**src/rtl/core/ssdr_pkg.sv**
```systemverilog
// shared constants and types of the dead-block replacement engine
package ssdr_pkg;

    // default configuration
    localparam int DEF_NUM_SETS      = 2048;
    localparam int DEF_NUM_WAYS      = 16;
    localparam int DEF_SIG_ENTRIES   = 32;
    localparam int DEF_LEADER_COUNT  = 32;
    localparam int DEF_HISTORY_DEPTH = 4;

    // fixed field widths
    localparam int SET_IN_W = 11;
    localparam int WAY_IN_W = 4;
    localparam int ADDR_W   = 64;

    // decay epoch stamp per set, wide enough to outlast one scrub round
    localparam int EPOCH_W = 9;

    // counter codes
    localparam logic [1:0] CNT_MAX  = 2'd3;
    localparam logic [1:0] CNT_TWO  = 2'd2;
    localparam logic [1:0] CNT_ONE  = 2'd1;
    localparam logic [1:0] CNT_ZERO = 2'd0;

    localparam logic [7:0] DUEL_INIT = 8'd128;
    localparam logic [7:0] DUEL_MAX  = 8'hFF;

    localparam int STREAM_MATCHES = 3;

    typedef enum logic [1:0]
    {
        KIND_FOLLOWER = 2'd0,
        KIND_SRRIP    = 2'd1,
        KIND_BRRIP    = 2'd2
    } leader_kind_t;

endpackage

```
**src/rtl/core/ssdr_victim_pick.sv**
```systemverilog
// victim way search over one set row
module ssdr_victim_pick
    import ssdr_pkg::*;
#(
    parameter int NUM_WAYS = DEF_NUM_WAYS,
    parameter int WAY_W    = $clog2(DEF_NUM_WAYS)
)
(
    input  logic [NUM_WAYS-1:0][1:0] rrv,
    input  logic [NUM_WAYS-1:0][1:0] dead,
    output logic [WAY_W-1:0]         way
);

    logic             dead_hit;
    logic [WAY_W-1:0] dead_way;
    logic [3:0]       rrv_hit;
    logic [3:0][WAY_W-1:0] rrv_way;

    // first way per class, scanned from the top so the lowest wins
    always_comb
    begin
        dead_hit = 1'b0;
        dead_way = '0;
        rrv_hit  = '0;
        rrv_way  = '0;
        for (int w = NUM_WAYS - 1; w >= 0; w--)
        begin
            if (dead[w] == CNT_MAX)
            begin
                dead_hit = 1'b1;
                dead_way = WAY_W'(w);
            end
            rrv_hit[rrv[w]] = 1'b1;
            rrv_way[rrv[w]] = WAY_W'(w);
        end
    end

    // dead line first, else first line of the highest value
    always_comb
    begin
        priority if (dead_hit)   way = dead_way;
        else if (rrv_hit[3])     way = rrv_way[3];
        else if (rrv_hit[2])     way = rrv_way[2];
        else if (rrv_hit[1])     way = rrv_way[1];
        else                     way = '0;
    end

endmodule

```
**config.mk**
```make
export PLATFORM = sky130hd
export DESIGN_NAME = ssdr_victim_pick
export DESIGN_NICKNAME = d
export VERILOG_FILES = /design/src/rtl/core/ssdr_pkg.sv /design/src/rtl/core/ssdr_victim_pick.sv
export SDC_FILE = /design/constraint.sdc
export NUM_CORES = 1
export LEC_CHECK = 0
export BUFFER_PORTS_ARGS = -buffer_cell sky130_fd_sc_hd__clkbuf_2
export CORE_AREA = 2 2 54 56
export DETAILED_ROUTE_END_ITERATION = 8
export DIE_AREA = 0 0 56 58
export PLACE_DENSITY = 0.92
export SLEW_MARGIN = 20
export SYNTH_ARGS = -nofsm -noshare
export SYNTH_HDL_FRONTEND = slang
export SYNTH_SLANG_ARGS = --single-unit
```
**constraint.sdc**
```tcl
create_clock -name vclk -period 1.7
set_input_delay 0.085 -clock vclk [all_inputs]
set_output_delay 0.085 -clock vclk [all_outputs]
set_load 0.02 [all_outputs]
```
==> results of run 1 <==
## layout make-up
| class | instances | area, um2 | share of cell area, % |
|---|---|---|---|
| Timing Repair Buffer | 133 | 893 | 39.2 |
| Tap cell | 31 | 38.8 | 1.70 |
| Inverter | 5 | 18.8 | 0.824 |
| Multi-Input combinational cell | 171 | 1330 | 58.2 |
## cell families after synthesis
kind of cell / share of synthesized area, %
and+or+nand+nor: 58.3
AOI/OAI and AO/OA: 40.1
buffers and inverters: 1.56
## power breakdown
| group | leakage, nW | total [W] | switching (W) | internal, W |
|---|---|---|---|---|
| Combinational | 1.11 | 0.000676 | 0.000344 | 0.000332 |
| Clock | 0 | 0 | 0 | 0 |
| Sequential | 0 | 0 | 0 | 0 |
| Total | 1.11 | 0.000676 | 0.000344 | 0.000332 |
## synth_stat cells, types with 2 or more instances
master | n | area share, %
nand2b_1 | 15 | 7.8
a211oi_1 | 2 | 1.3
a222oi_1 | 2 | 1.7
nor3_1 | 2 | 0.83
a32o_1 | 4 | 3.3
nand3_1 | 8 | 3.3
o21ai_0 | 10 | 4.2
o211ai_1 | 6 | 3.8
nand2_1 | 34 | 11
a21oi_1 | 6 | 2.5
nor4_4 | 2 | 3.5
and2b_2 | 6 | 4.4
nand4_4 | 2 | 3.5
a22oi_1 | 7 | 4.4
a21boi_0 | 4 | 2.5
a311oi_1 | 2 | 1.5
or2b_2 | 9 | 6.6
o31ai_1 | 3 | 1.9
and2_1 | 2 | 1.0
nor2b_1 | 9 | 4.7
nor2_1 | 9 | 2.8
a2111oi_2 | 2 | 2.5
a31oi_1 | 3 | 1.6
inv_1 | 5 | 1.6
and2b_4 | 2 | 1.7
nand4_1 | 3 | 1.6
## placed cells by master, fill, tap and decap left out, drive strengths merged, types with 5 or more instances in the layout
cell type  synthesis  layout
buf                0      76
clkbuf             0      57
nand2             34      34
nand2b            15      15
o21ai             12      12
nand3              9       9
nor2b              9       9
nor2               9       9
and2b              9       9
or2b               9       9
a22oi              7       7
a21oi              6       6
o211ai             6       6
inv                5       5
nand4              5       5
## layer usage
layer	part of all wire [%]	wire (um)	track usage, %	vias up
li1	-	-	-	952
met1	33	2530	38.1	1045
met2	46	3500	68.7	235
met3	11	842	4.24	97
met4	10	803	21.8	0
met5	0	0	0	-
## path summary, 6_finish.rpt
path | startpoint | end | slack, ps
max | rrv[15] | way[0] | -320
min | dead[15] | way[3] | 640
## through the flow
stage          area, um2  setup TNS [ps]  instances  hold slack (ps)
3_5_place_dp        2020            -851        331              626
6_report            2280           -1080        340              644
3_3_place_gp        2020            -543        331              612
2_1_floorplan       1220            -118        176              396
5_1_grt             2280           -1400        340              681
4_1_cts             2130            -884        339              651
## tightest hold or removal path: stages
cell and delay, ps:
clkbuf_2 70, nand2_1 50, nand2_1 150, a2111oi_4 50
buf_4 160
## what timing repair did
| item | CTS | global route |
|---|---|---|
| resized for setup | 11 | 47 |
| pin swaps | 9 | 17 |
| setup endpoints to repair | 4 | 4 |
| buffers inserted | 8 | 2 |
==> reports/qor.csv, run 1 <==
metric,value,unit
powerDensity,297,nW/um2
drt-initial-drc-count,225,
leakage,1.11,nW
clock.fmax,495,MHz
via_per_inst,6.85,
die_w,56,um
finalSetupViolCount,4,
nFillCells,142,
synth_area_per_cell,6.82,um2
drcViolationCount,0,
cp-start-kind,input port,
cp_top_family,compound AO/OA/AOI/OAI gates,
place_congestion,0.881,
critical_path_class,in2out,
hold_violations,0,
syn_inst,176,
cp.depth,11,
grt_pass1_vias,2183,
syn2layout_area_growth,89.8,%
overflow,0,
violations,negative setup slack,
cp_common_cell,buf_4,
required,1620,ps
drt_first_pass_iters,8,
cp_cell_sequence,clkbuf_2 -> or2b_4 -> buf_4 -> buf_4 -> nand2b_1 -> a21boi_0 -> o21ai_0 -> a41oi_2 -> o31ai_2 -> a32o_2 -> buf_6,
critPathArrivalTime,1930,ps
drive_gt1_share,58.6,%
grt_pass1_wl,9.47,mm
seq_area_frac_synth,0,%
synth_area,1200,um2
clock_buffers,0,
seq_area,0,um2
hp-class,in2out,
ant_nets,0,
relSlewSlack,60.8,%
fin_util,85.5,%
finalCritPeriodShare,119,%
slew_violations,0,
critPathBufInv,4,
fin_ws,-319,ps
antenna_found_initial,0,
synth_nets,240,
chipHeight,58,um
worstPathMaxFanout,2,
wl_per_cell,22.6,um
critPathSlowestCell,a41oi_2,
io_pins,68,
initial_core_util,45.1,%
hold_buffers,0,
dieArea,3250,um2
p_total,0.000676,W
rows,19,
fin_nets,375,
hold_path_depth,5,
drv_cap,0,
design.seq.count,0,
place_ws,-287,ps
antenna_cells,0,
numPortBuffers,68,
synthDistinctLibCells,43,
core,2660,um2
vias,2329,
rsz0062_at_grt,yes,
tightest_slew,589,ps
status,"finished, violations left",
grt_max_degree,7,
irDropWorstVdd,0.000256,V
track_usage,36.2,%
crit_path_end_kind,primary output,
post-route-min-period,2020,ps
yosysWarnings,0,
dpl.hpwl,4.40,mm
cpPeakStageDelay,310,ps
wl,7.67,mm
(Power assumes the default switching activity.)
==> run 2, diff against run 1 <==
BUFFER_PORTS_ARGS = default   (was -buffer_cell sky130_fd_sc_hd__clkbuf_2)
CORE_AREA = 2 2 46 48   (was 2 2 54 56)
DIE_AREA = 0 0 48 50   (was 0 0 56 58)
DONT_BUFFER_PORTS = 1   (was default)
PLACE_DENSITY = 0.89   (was 0.92)
==> reports/qor.csv, run 2 (same netlist as run 1, synthesis figures left out) <==
metric,value,unit,change
syn2layout_area_growth,21.8,%,was 89.8%
design.seq.count,0,,unchanged
mostFrequentLayoutCell,nand2_1,,was buf_4
seq_area,0,um2,unchanged
critPathArrivalTime,1680,ps,was 1930 ps
drv_cap,0,,unchanged
clock.fmax,568,MHz,was 495 MHz
hold_violations,0,,unchanged
powerDensity,253,nW/um2,was 297 nW/um2
tightest_slew,404,ps,was 589 ps
drcViolationCount,0,,unchanged
drt_first_pass_iters,5,,was 8
dpl.hpwl,3.21,mm,was 4.40 mm
rsz0062_at_grt,yes,,unchanged
drt-initial-drc-count,82,,was 225
via_per_inst,6.82,,was 6.85
p_total,0.000369,W,was 0.000676 W
slew_violations,0,,unchanged
place_inst,224,,was 331
holdCritStartpoint,dead[0],,was dead[15]
grt_pass1_vias,1434,,was 2183
track_usage,30.5,%,was 36.2%
place_ws,-101,ps,was -287 ps
fin_ws,-60.6,ps,was -319 ps
antenna_cells,0,,unchanged
initial_core_util,63.1,%,was 45.1%
drive_gt1_share,30.2,%,was 58.6%
status,"finished, violations left",,unchanged
post-route-min-period,1760,ps,was 2020 ps
chipHeight,50,um,was 58 um
dieArea,2400,um2,was 3250 um2
vias,1542,,was 2329
relSlewSlack,73.1,%,was 60.8%
fin_nets,265,,was 375
io_pins,68,,unchanged
finalSetupViolCount,2,,was 4
overflow,0,,unchanged
antenna_found_initial,0,,unchanged
numPortBuffers,0,,was 68
finalCritPeriodShare,104,%,was 119%
irDropWorstVdd,0.000148,V,was 0.000256 V
whs,504,ps,was 644 ps
rows,16,,was 19
seq_power_share,0,%,about the same
netSwitchingFraction,51.0,%,was 50.9%
wl,3.76,mm,was 7.67 mm
p_comb_share,100.0,%,about the same
fin_cells,226,,was 340
setup.worst_path.start,rrv[9],,was rrv[15]
violations,negative setup slack,,unchanged
hold_buffers,0,,unchanged
grt_pass1_wl,5.60,mm,was 9.47 mm
most-common-layout-cells,"34 x nand2_1, 23 x buf_4, 13 x nand2b_1",,"was 68 x buf_4, 57 x clkbuf_2, 34 x nand2_1"
internal_power,0.000181,W,was 0.000332 W
die_w,48,um,was 56 um
hp-class,in2out,,unchanged
cp-start-kind,input port,,unchanged
leakage,0.589,nW,was 1.11 nW
worstPathMaxFanout,4,,was 2
clock_buffers,0,,unchanged
grt_max_degree,7,,unchanged
required,1620,ps,about the same
core,1900,um2,was 2660 um2
place_congestion,0.841,,was 0.881
p_sw,0.000188,W,was 0.000344 W
critical_path_class,in2out,,unchanged
ant_nets,0,,unchanged
wl_per_cell,16.6,um,was 22.6 um
clockPowerShare,0,%,about the same
crit_path_end_kind,primary output,,unchanged
## run 2: changes by cell type in the layout (fill, tap and decap cells not counted), sizes merged
| cell | change |
|---|---|
| clkbuf | -57 |
| buf | -53 |
## run 2: per-layer routing
layer / up-vias / routed length (um) / track usage [%]
li1: 727 / - / -
met1: 692 / 1320 / 33.9
met2: 104 / 2010 / 55.3
met3: 19 / 308 / 5.13
met4: 0 / 119 / 9.01
met5: - / 0 / 0
## run 2: worst paths after layout
kind / end / depth (start not counted)
setup / recovery: way[1] / 8
hold / removal: way[1] / 4
## run 2: power groups by stage
stage / clock (W) / sequential, W / combinational (W)
after global routing: 0 / 0 / 0.000399
after global placement: 0 / 0 / 0.000336
after detailed placement: 0 / 0 / 0.000347
after CTS: 0 / 0 / 0.000356
after floorplan: 0 / 0 / 0.000256
final: 0 / 0 / 0.000369
## run 2: cell type report
cell class | count | area (um2)
Tap cell | 27 | 33.8
Inverter | 5 | 18.8
Multi-Input combinational cell | 171 | 1240
Timing Repair Buffer | 23 | 173
Fill cell | 145 | 440
## run 2: worst max-delay path: stages
cell       delay, ps
or2b_2           190
nand4_4          130
nor4_4           330
o21ai_2          110
a2111oi_2        220
nor3_1           110
o41ai_2          310
buf_4            190
## run 2: through the flow
step	area [um2]	util [%]	setup TNS, ps
2_1_floorplan	1220	-	-118
3_3_place_gp	1410	74.2	-90.9
3_5_place_dp	1410	74.2	-183
4_1_cts	1440	75.5	-139
5_1_grt	1460	76.8	-340
6_report	1460	76.8	-76.1
## run 2: repair_timing
item                       CTS  global route
setup endpoints to repair    2             4
cloned                       0             0
setup buffers                1             1
hold endpoints to repair     0             0
pin swaps                    6             3
gates resized for setup      3             5
